### src/rtl/core/gbn_pkg.sv
`default_nettype none
package gbn_pkg;

   // fixed framing constants
   localparam int PACKET_BYTES = 2048;
   localparam int SEQ_MODULUS  = 256;

   // derived widths
   localparam int OFF_W   = $clog2(PACKET_BYTES);   // byte offset inside a packet
   localparam int SEQ_W   = $clog2(SEQ_MODULUS);    // header sequence number
   localparam int TOTAL_W = 28;                     // message length
   localparam int PKT_W   = TOTAL_W - OFF_W + 1;    // packet count, up to 2^(TOTAL_W-OFF_W)
   localparam int LEN_W   = 12;                     // payload length of one packet
   localparam int WIN_W   = 7;
   localparam int TICK_W  = 20;
   localparam int LC_W    = PKT_W;                  // signed confirmed pointer, -1 on reset
   localparam int NTS_W   = PKT_W;                  // next packet to send
   localparam int CALC_W  = PKT_W + 2;              // signed working width
   localparam int IDX_W   = 16;
   localparam int CC_W    = 17;

   // register map
   localparam int CSR_AW   = 4;
   localparam int CSR_DW   = 32;
   localparam logic [1:0] REG_WINDOW  = 2'd0;
   localparam logic [1:0] REG_TOTAL   = 2'd1;
   localparam logic [1:0] REG_TIMEOUT = 2'd2;

   typedef struct packed {
      logic             mode;
      logic [SEQ_W-1:0] ack_seq;
      logic             ack_good;
   } req_type;

   typedef struct packed {
      logic             send_valid;
      logic [IDX_W-1:0] send_index;
      logic [SEQ_W-1:0] send_seq;
      logic [LEN_W-1:0] send_length;
      logic [CC_W-1:0]  confirmed_count;
      logic             went_back;
      logic             done_res;
   } rsp_type;

   // settings as seen by the window logic
   typedef struct packed {
      logic [WIN_W-1:0]  window_size;
      logic [TICK_W-1:0] timeout_ticks;
      logic [PKT_W-1:0]  pkts;
      logic [LEN_W-1:0]  last_len;
   } cfg_type;

endpackage
`default_nettype wire

### src/rtl/core/gbn_csr.sv
`default_nettype none
module gbn_csr
   import gbn_pkg::*;
(
   input  wire logic              clock,
   input  wire logic              reset,
   input  wire logic              csr_psel,
   input  wire logic              csr_penable,
   input  wire logic              csr_pwrite,
   input  wire logic [CSR_AW-1:0] csr_paddr,
   input  wire logic [CSR_DW-1:0] csr_pwdata,
   output logic      [CSR_DW-1:0] csr_prdata,
   output logic                   csr_pready,
   output cfg_type                cfg
);

   logic [WIN_W-1:0]   window_ff,  window_in;
   logic [TOTAL_W-1:0] total_ff,   total_in;
   logic [TICK_W-1:0]  timeout_ff, timeout_in;
   logic [PKT_W-1:0]   pkts_ff,    pkts_in;
   logic [LEN_W-1:0]   last_len_ff, last_len_in;
   logic               wr_en;
   logic [1:0]         reg_sel;
   logic [TOTAL_W-1:0] wr_total;

   assign csr_pready = 1'b1;
   assign wr_en      = csr_psel && csr_penable && csr_pwrite;
   assign reg_sel    = csr_paddr[3:2];
   assign wr_total   = csr_pwdata[TOTAL_W-1:0];

   // register writes, packet count and last length worked out once here
   always_comb begin
      window_in   = window_ff;
      total_in    = total_ff;
      timeout_in  = timeout_ff;
      pkts_in     = pkts_ff;
      last_len_in = last_len_ff;
      if (wr_en) begin
         case (reg_sel)
            REG_WINDOW: begin
               window_in = csr_pwdata[WIN_W-1:0];
            end
            REG_TOTAL: begin
               total_in = wr_total;
               pkts_in  = {1'b0, wr_total[TOTAL_W-1:OFF_W]}
                        + PKT_W'(|wr_total[OFF_W-1:0]);
               if (wr_total[OFF_W-1:0] == '0) begin
                  last_len_in = LEN_W'(PACKET_BYTES);
               end else begin
                  last_len_in = LEN_W'(wr_total[OFF_W-1:0]);
               end
            end
            REG_TIMEOUT: begin
               timeout_in = csr_pwdata[TICK_W-1:0];
            end
            default: begin
            end
         endcase
      end
   end

   always_ff @(posedge clock) begin
      if (reset) begin
         window_ff   <= WIN_W'(10);
         total_ff    <= '0;
         timeout_ff  <= TICK_W'(500);
         pkts_ff     <= '0;
         last_len_ff <= '0;
      end else begin
         window_ff   <= window_in;
         total_ff    <= total_in;
         timeout_ff  <= timeout_in;
         pkts_ff     <= pkts_in;
         last_len_ff <= last_len_in;
      end
   end

   // read back
   always_comb begin
      case (reg_sel)
         REG_WINDOW:  csr_prdata = CSR_DW'(window_ff);
         REG_TOTAL:   csr_prdata = CSR_DW'(total_ff);
         REG_TIMEOUT: csr_prdata = CSR_DW'(timeout_ff);
         default:     csr_prdata = '0;
      endcase
   end

   assign cfg.window_size   = window_ff;
   assign cfg.timeout_ticks = timeout_ff;
   assign cfg.pkts          = pkts_ff;
   assign cfg.last_len      = last_len_ff;

endmodule
`default_nettype wire

### src/rtl/core/gbn_step.sv
`default_nettype none
module gbn_step
   import gbn_pkg::*;
(
   input  wire logic    clock,
   input  wire logic    reset,
   input  wire logic    step_en,
   input  wire req_type req,
   input  wire cfg_type cfg,
   output rsp_type      rsp
);

   localparam logic signed [CALC_W-1:0] ONE_S = CALC_W'(1);
   localparam logic signed [CALC_W-1:0] MOD_S = CALC_W'(SEQ_MODULUS);
   localparam logic [TICK_W-1:0]        TICK_MAX = '1;

   logic signed [LC_W-1:0] lc_ff, lc_in;
   logic [NTS_W-1:0]       nts_ff, nts_in;
   logic [TICK_W-1:0]      since_ff, since_in;

   logic signed [CALC_W-1:0] pk, last_idx, lcx, tl, win, hm, sq, adv_lc, new_lc, cc;
   logic [TICK_W-1:0]        since_mid, since_inc;
   logic                     active, send, back, timeout;

   // one pass of the sender: issue, then handle ack or tick
   always_comb begin
      pk       = $signed({{(CALC_W-PKT_W){1'b0}}, cfg.pkts});
      last_idx = pk - ONE_S;
      lcx      = $signed({{(CALC_W-LC_W){lc_ff[LC_W-1]}}, lc_ff});
      tl       = $signed({{(CALC_W-NTS_W){1'b0}}, nts_ff});
      win      = $signed({{(CALC_W-WIN_W){1'b0}}, cfg.window_size});
      sq       = $signed({{(CALC_W-SEQ_W){1'b0}}, req.ack_seq});
      if (lc_ff[LC_W-1]) begin
         hm = -ONE_S;
      end else begin
         hm = $signed({{(CALC_W-SEQ_W){1'b0}}, lc_ff[SEQ_W-1:0]});
      end

      active = lcx < last_idx;
      send   = active && ((tl - lcx - ONE_S) < win) && (tl < pk);

      // tick counter, cleared by a send, saturating
      since_mid = send ? '0 : since_ff;
      since_inc = (since_mid == TICK_MAX) ? since_mid : since_mid + TICK_W'(1);
      timeout   = since_inc > cfg.timeout_ticks;

      // cumulative ack advance with wrap near the modulus
      adv_lc = lcx;
      if (sq >= hm) begin
         adv_lc = lcx + sq - hm;
      end else if ((hm > (MOD_S - win - ONE_S)) && (sq < win)) begin
         adv_lc = lcx + MOD_S - hm + sq;
      end
      if (adv_lc > last_idx) begin
         adv_lc = last_idx;
      end

      back     = 1'b0;
      new_lc   = lcx;
      nts_in   = nts_ff;
      since_in = since_ff;
      if (active) begin
         since_in = since_mid;
         if (send) begin
            nts_in = nts_ff + NTS_W'(1);
         end
         if (req.mode) begin
            if (!req.ack_good) begin
               back = 1'b1;
            end else begin
               new_lc = adv_lc;
            end
         end else begin
            since_in = since_inc;
            back     = timeout;
         end
         if (back) begin
            nts_in = NTS_W'(lcx + ONE_S);
         end
      end
      lc_in = new_lc[LC_W-1:0];

      cc = new_lc + ONE_S;
      if (cc > pk) begin
         cc = pk;
      end

      rsp.send_valid      = send;
      rsp.send_index      = send ? nts_ff[IDX_W-1:0] : '0;
      rsp.send_seq        = send ? nts_ff[SEQ_W-1:0] : '0;
      rsp.send_length     = '0;
      if (send) begin
         rsp.send_length = (tl == last_idx) ? cfg.last_len : LEN_W'(PACKET_BYTES);
      end
      rsp.confirmed_count = cc[CC_W-1:0];
      rsp.went_back       = back;
      rsp.done_res        = new_lc >= last_idx;
   end

   // window pointers
   always_ff @(posedge clock) begin
      if (reset) begin
         lc_ff    <= '1;
         nts_ff   <= '0;
         since_ff <= '0;
      end else if (step_en) begin
         lc_ff    <= lc_in;
         nts_ff   <= nts_in;
         since_ff <= since_in;
      end
   end

endmodule
`default_nettype wire

### src/rtl/core/go_back_n_sender_window_top.sv
// channel   direction  payload    handshake
// req       in         req_type   req_valid / req_stall
// rsp       out        rsp_type   rsp_valid / rsp_stall
// csr       in/out     32-bit     apb-style, pready always high
//
// one transaction per cycle sustained while rsp_stall is low
// the pass runs between the input register and the result register, which sets rsp_valid
// synchronous active-high reset restores pointers and settings, no clearing pass
// rsp_stall holds the result register; the input register still takes one more transaction
`default_nettype none
module go_back_n_sender_window_top
   import gbn_pkg::*;
(
   input  wire logic              clock,
   input  wire logic              reset,
   input  wire logic              req_valid,
   output logic                   req_stall,
   input  wire req_type           req_data,
   output logic                   rsp_valid,
   input  wire logic              rsp_stall,
   output rsp_type                rsp_data,
   input  wire logic              csr_psel,
   input  wire logic              csr_penable,
   input  wire logic              csr_pwrite,
   input  wire logic [CSR_AW-1:0] csr_paddr,
   input  wire logic [CSR_DW-1:0] csr_pwdata,
   output logic      [CSR_DW-1:0] csr_prdata,
   output logic                   csr_pready
);

   cfg_type cfg;
   rsp_type step_rsp;
   req_type in_data_ff;
   rsp_type out_data_ff;
   logic    in_valid_ff, in_valid_in;
   logic    out_valid_ff, out_valid_in;
   logic    advance, fire, req_take;

   gbn_csr u_csr (
      .clock       (clock),
      .reset       (reset),
      .csr_psel    (csr_psel),
      .csr_penable (csr_penable),
      .csr_pwrite  (csr_pwrite),
      .csr_paddr   (csr_paddr),
      .csr_pwdata  (csr_pwdata),
      .csr_prdata  (csr_prdata),
      .csr_pready  (csr_pready),
      .cfg         (cfg)
   );

   gbn_step u_step (
      .clock   (clock),
      .reset   (reset),
      .step_en (fire),
      .req     (in_data_ff),
      .cfg     (cfg),
      .rsp     (step_rsp)
   );

   // handshake between the two registers
   assign advance   = !out_valid_ff || !rsp_stall;
   assign fire      = in_valid_ff && advance;
   assign req_stall = in_valid_ff && !advance;
   assign req_take  = req_valid && !req_stall;

   always_comb begin
      in_valid_in = in_valid_ff;
      if (req_take) begin
         in_valid_in = 1'b1;
      end else if (fire) begin
         in_valid_in = 1'b0;
      end
      out_valid_in = out_valid_ff;
      if (fire) begin
         out_valid_in = 1'b1;
      end else if (!rsp_stall) begin
         out_valid_in = 1'b0;
      end
   end

   // valid flags
   always_ff @(posedge clock) begin
      if (reset) begin
         in_valid_ff  <= 1'b0;
         out_valid_ff <= 1'b0;
      end else begin
         in_valid_ff  <= in_valid_in;
         out_valid_ff <= out_valid_in;
      end
   end

   // payload registers
   always_ff @(posedge clock) begin
      if (req_take) begin
         in_data_ff <= req_data;
      end
      if (fire) begin
         out_data_ff <= step_rsp;
      end
   end

   assign rsp_valid = out_valid_ff;
   assign rsp_data  = out_data_ff;

endmodule
`default_nettype wire
### config.mk
export PLATFORM = sky130hd
export DESIGN_NAME = go_back_n_sender_window_top
export DESIGN_NICKNAME = d
export VERILOG_FILES = /design/src/rtl/core/gbn_pkg.sv /design/src/rtl/core/gbn_csr.sv /design/src/rtl/core/gbn_step.sv /design/src/rtl/core/go_back_n_sender_window_top.sv
export SDC_FILE = /design/constraint.sdc
export NUM_CORES = 1
export LEC_CHECK = 0
export BUFFER_PORTS_ARGS = -buffer_cell sky130_fd_sc_hd__buf_4
export CORE_MARGIN = 10
export CORE_UTILIZATION = 65
export CTS_BUF_LIST = sky130_fd_sc_hd__clkbuf_8
export CTS_CLUSTER_SIZE = 20
export DETAILED_ROUTE_END_ITERATION = 7
export PLACE_DENSITY = 0.95
export SLEW_MARGIN = 15
export SYNTH_ARGS = -nofsm -noshare
export SYNTH_HDL_FRONTEND = slang
export SYNTH_HIERARCHICAL = 1
export SYNTH_SLANG_ARGS = --single-unit
### constraint.sdc
create_clock -name clock -period 17.35 [get_ports clock]
set_input_delay 3.47 -clock clock [delete_from_list [all_inputs] [get_ports clock]]
set_output_delay 3.47 -clock clock [all_outputs]
set_load 0.01 [all_outputs]
# --- After elaboration in Yosys (flattened, before gate mapping) ---
# Cells that the tools add are included.
op_classes:
  n_addsub: 15
  magnitude_cmp: 10
  n_eq_ne: 5
  muxes: 23
  n_reduce_logical: 24
op_table:
  columns: ["op", "n"]
  rows:
  - ["20-bit two-way mux", 10]
  - ["28-bit one-hot mux with 3 select lines", 1]
  - ["20-bit by 19-bit > comparator with 1-bit output", 2]
  - ["20-bit > comparator", 2]
  - ["20-bit by 2-bit subtractor with 20-bit output (second input constant)", 2]
  - ["20-bit subtractor", 2]
  - ["18-bit two-way mux", 2]
  - ["12-bit two-way mux", 2]
  - ["20-bit by 1-bit adder with 20-bit output (second input constant)", 1]
  - ["20-bit by 2-bit adder with 20-bit output (second input constant)", 1]
  - ["20-bit by 9-bit adder with 20-bit output", 1]
  - ["20-bit equality test (second input constant)", 1]
  - ["20-bit by 19-bit greater-or-equal comparator with 1-bit output", 1]
  - ["9-bit by 20-bit greater-or-equal comparator with 1-bit output", 1]
  - ["20-bit by 8-bit < comparator with 1-bit output", 1]
  - ["19-bit by 18-bit subtractor with 20-bit output", 1]
  - ["18-bit by 10-bit adder with 19-bit output (second input constant)", 1]
  - ["18-bit by 9-bit adder with 19-bit output", 1]
  - ["19-bit equality test", 1]
  - ["18-bit by 19-bit < comparator with 1-bit output", 1]
  - ["18-bit by 1-bit subtractor with 19-bit output (second input constant)", 1]
  - ["17-bit by 1-bit adder with 18-bit output", 1]
  - ["18-bit by 1-bit adder with 18-bit output (second input constant)", 1]
  - ["18-bit by 2-bit adder with 18-bit output (second input constant)", 1]
  - ["17 further kinds", 38]
totals:
  register_bits: 209
  inputBits: 53
  out_inout_bits: 91
  word_cells: 98

# --- Logic depth before layout (Yosys ltp) ---
depth:
  word_depth: 14
  mapped_depth: 51
  depth_no_buf: 46

# --- Cells and area by module ---
# Netlist, hierarchy kept.
by_module_without_submodules:
  columns: ["module", "instances", "cells_per_inst", "area_per_inst_um2", "seq_area_each_um2"]
  rows:
  - ["gbn_step", 1, 1639, 12160.4, 1121.1]
  - ["gbn_csr", 1, 458, 3607.2, 1701.6]
  - ["go_back_n_sender_window_top", 1, 76, 2068.2, 2021.9]

# --- Worst setup path before layout ---
# Ideal clock, no wire load.
synth_path:
  path_kind: "register to register"
  from: "register u_step.lc_ff[17]"
  to: "register out_data_ff, in the netlist rsp_data[10], data pin"
  setup_ps: 260
  arrival_time_ps: 9587
  required_time_ps: 17090
  path_slack_ps: 7503
  stages_incl_launch_ff: 48
  n_path_buf: 6
  synth_period_minus_slack_ps: 9847
  path_cell_list: "dfxtp_1 -> buf_2 -> inv_1 -> clkbuf_1 -> nand2_1 -> inv_1 -> fa_1 -> ha_1 -> a211oi_1 -> o21ai_1 -> a2bb2oi_1 -> o21ai_1 -> and3_1 -> o311a_1 -> ha_1 -> a21o_1 -> a221oi_2 -> a22oi_1 -> [... 12 more ...] -> or3_1 -> clkbuf_1 -> nor4_1 -> xor2_1 -> ha_1 -> nand4_1 -> nor2_1 -> o21ai_0 -> o211ai_1 -> nand2b_1 -> a21boi_0 -> o21ai_0 -> a21oi_1 -> nor2_1 -> o32a_1 -> o221ai_4 -> buf_12 -> mux2_4"
synth_lines:
  columns: ["item", "line", "text"]
  rows:
  - ["from (decl)", "gbn_step.sv:17", "logic signed [LC_W-1:0] lc_ff, lc_in;"]
  - ["from (signal assigned)", "gbn_step.sv:107", "lc_ff <= lc_in;"]
  - ["to (signal assigned)", "go_back_n_sender_window_top.sv:99", "out_data_ff <= step_rsp;"]
  - ["to (decl)", "go_back_n_sender_window_top.sv:34", "rsp_type out_data_ff;"]

==> key figures <==
Status
  – Outcome: finished clean

Yosys
  – Post-synthesis cell count: around 2200
  – Synth cell types: 110
  – Yosys warning total: 6
  – Multiplexer share of the synthesized area: between 2 and 2.5%
  – Flops & latches, synth: between 200 and 250
  – Leading cell type by number of instances after synthesis: nand2_1
  – Post-synth EDFFs: between 60 and 70
  – Post-Synth XOR/XNOR Area: 5.40%
  – FFs w/ async S/R, synth: 0%
  – Area leader, netlist: dfxtp_1
  – Combinational family with the most area after synthesis: simple AND/OR/NAND/NOR gates
  – Post-Synth Simple-Gate Area: a little under a quarter
  – Synth Flop Type: dfxtp_1
  – Synth Area in Adders: 15.2%
  – Sequential fraction of the synthesis area: a little over a quarter
  – Post-synthesis compound-gate area fraction: 21.7%
  – Most frequent cells after synthesis: nand2_1 (256), ha_1 (201), nor2_1 (157)
  – Mapped Area: approximately 18000 um2
  – Top cell type's share of synthesized area: about 16%
  – Synth top area cells: dfxtp_1 (16%), ha_1 (14%), edfxtp_1 (11%)
  – Syn Area/Cell: approximately 8.2 um2

CTS
  – Clk slew on worst S/H paths: 0.06 ns
  – Clock root cell: clkbuf_8
  – Number of post-CTS setup repair buffers: 0
  – Number of gates resized after cts: 0
  – Clk sinks: approximately 210
  – H-tree lvl count: 2
  – Worst-Skew Late Latency: roughly 0.57 ns
  – Number of buffers created by CTS: 37
  – Worst-case clock buffer depth: 3
  – CTS tree: built
  – Post-CTS Hold Buffers: 0

Floorplanning
  – Row count: 60
  – Die Span X: approximately 190 um
  – Die Y: ~190 um
  – Core ar.: between 20000 and 30000 um2
  – I/O pin count: approximately 140
  – Starting Density: between 60% and 70%
  – DIE AREA: ~34000 um2

Timing
  – Pins Over Slew Limit: 0
  – Tightest Pin Transition: 1.19 ns
  – Final setup viols: 0
  – Final Hold Fails: 0
  – Final Skew: approximately 0.027 ns
  – Fin crit period: about 12 ns
  – Final worst setup slack: a little under 5 ns
  – Final hold slack: roughly 0.45 ns
  – Final Cycle Share: ~70%
  – Fmax: a little over 80 MHz
  – RSZ-0062 raised after global routing: false
  – Slew HR: between 20% and 30%
  – Fin Setup TNS: 0 ns

Pwr
  – Pleak: between 8 and 9 nW
  – Pwr per Cell Area: 95.5 nW/um2
  – Peak VDD IR: ~0.00009 V

Route
  – Vias per cell: roughly 6.9
  – Vias: approximately 18000
  – WL per Instance: ~24 um
  – DRT Wirelength: about 64000 um
  – Pre-antenna DRT Iters: 6
  – Initial DRC Count: between 2000 and 3000
  – DRC: 0
  – Final ANT Viol Nets: 0

Critical path
  – Crit path kind: reg -> reg
  – CP max-delay cell: inv_1
  – Worst EP arrival: 12.70 ns
  – Worst Path Required: 17.66 ns
  – Reg2reg start: u_step/lc_ff[17]$_SDFFE_PP1P_
  – CP Launch Type: flip-flop
  – CP max FO: 26
  – Internal reg-to-reg setup slack: 4.96 ns
  – Cell mode on critical path: ha_1
  – R2r worst-path depth: around 40
  – Crit. End Element: flip-flop
  – RR Endpoint: rsp_data[3]$_DFFE_PP_
  – Max incr delay on CP: between 0.8 and 0.9 ns

Place
  – DP Wirelength: 47300 um
  – Pre-CTS setup slack: about 5.5 ns
  – Inst Count DP: ~2600
  – PortBufs: between 100 and 150
  – Placer congestion estimate: a little over 1

GRT
  – Vias in the first global route: around 17000
  – Gr usage total: about 36%
  – Antenna violations before repair: 0
  – First-pass GRT wire length: around 98000 um
  – GRT overflow: 0
  – Largest net degree at the start of global routing: 73

Layout
  – # diodes: 0
  – Area Growth Syn to Fin: 11.1%
  – Share of cells above drive strength 1: between 10% and 20%
  – Fin cells: between 2000 and 3000
  – Final nets: approximately 2500

Min path
  – Worst hold endpoint: u_csr/total_ff[2]$_SDFFE_PP0P_
  – Hold Crit Class: reg -> reg
  – Worst Hold Path Cells: 2
  – Hold_sp: u_csr/total_ff[2]$_SDFFE_PP0P_

Run
  – Max-cap violations: 0
## cell type report
cell class / count / area (um2)
fillers: 2007 / 7140
repair buffers: 170 / 1280
flip-flops and latches: 209 / 4840
inverters: 122 / 458
multi-input cells: 1732 / 12000
clock inverters: 25 / 189
clock buffers: 43 / 592
well taps: 341 / 427
## sequential cells by signal, summed over array words and instances, names as in the netlist, 7 cells and up
signal and cells:
in_data_ff 10, rsp_data 56, u_csr/last_len_ff 12, u_csr/pkts_ff 18, u_csr/timeout_ff 20, u_csr/total_ff 28
u_csr/window_ff 7, u_step/lc_ff 18, u_step/nts_ff 18, u_step/since_ff 20
## critical path, delay by kind of cell (launching register included)
| kind | cells | cell delay, ns |
|---|---|---|
| adders and majority gates | 5 | 1.65 |
| buffers and inverters | 4 | 1.53 |
| xor gates and xnor gates | 1 | 0.36 |
| DFF | 1 | 0.30 |
| and+or+nand+nor | 12 | 2.88 |
| muxes | 1 | 0.43 |
| AOI/OAI and AO/OA | 18 | 4.93 |
## how the worst max path moves through the flow
stage	startpoint	endpoint	slack [ns]	depth (start not counted)
floorplan	u_step/lc_ff[17]$_SDFFE_PP1P_	rsp_data[10]$_DFFE_PP_	7.50	47
global placement	u_step/lc_ff[17]$_SDFFE_PP1P_	rsp_data[3]$_DFFE_PP_	5.61	41
detailed placement	u_step/lc_ff[17]$_SDFFE_PP1P_	rsp_data[4]$_DFFE_PP_	5.52	41
CTS	u_step/lc_ff[17]$_SDFFE_PP1P_	rsp_data[6]$_DFFE_PP_	5.45	41
global route	u_step/lc_ff[17]$_SDFFE_PP1P_	rsp_data[3]$_DFFE_PP_	4.40	41
finish	u_step/lc_ff[17]$_SDFFE_PP1P_	rsp_data[3]$_DFFE_PP_	4.96	41
## cell families (layout without fill, tap and decap cells)
family,count (synthesis),after routing
buf+inv,236,360
mux,34,34
xor+xnor,110,110
compound gates,559,559
fa+ha+maj,211,211
simple gates,811,811
flops,209,209
other cells,3,7
## layout by cell type, fill, tap and decap left out, drive strengths merged, types with 10 or more instances in the layout
master	instances
nor4	37
and2	37
dfxtp	143
or3	24
a2111oi	11
fa	10
or2	12
xnor2	77
o31ai	16
o21ai	88
clkbuf	43
and3	35
a311oi	13
o211ai	27
a21o	47
xor2	33
nand2b	12
o21a	23
buf	170
a22o	16
clkinv	10
ha	201
nor2	157
mux2	18
mux2i	16
nand3	59
edfxtp	66
nor3	67
inv	134
a31oi	16
nand2	256
nor2b	24
nand4	56
a211oi	41
a21oi	155
## power breakdown
group	switching [mW]	internal, mW
Sequential	0.0253	0.535
Clock	0.225	0.261
Combinational	0.520	0.326
Total	0.771	1.12
## through the flow
step | instance area, um2 | total power [mW] | utilization [%]
2_1_floorplan | 17900 | 1.14 | -
3_3_place_gp | 19000 | 1.36 | 70.6
3_5_place_dp | 19000 | 1.38 | 70.6
4_1_cts | 19800 | 1.86 | 73.5
5_1_grt | 19800 | 1.98 | 73.5
6_report | 19800 | 1.89 | 73.5
## per-layer routing
layer	share of wire, %	vias up	track usage [%]
li1	-	8182	-
met1	39	8401	46.5
met2	41	1361	53.3
met3	13	283	10.1
met4	6.6	0	20.5
met5	0	-	0
Power figures use the tool's default switching activity.
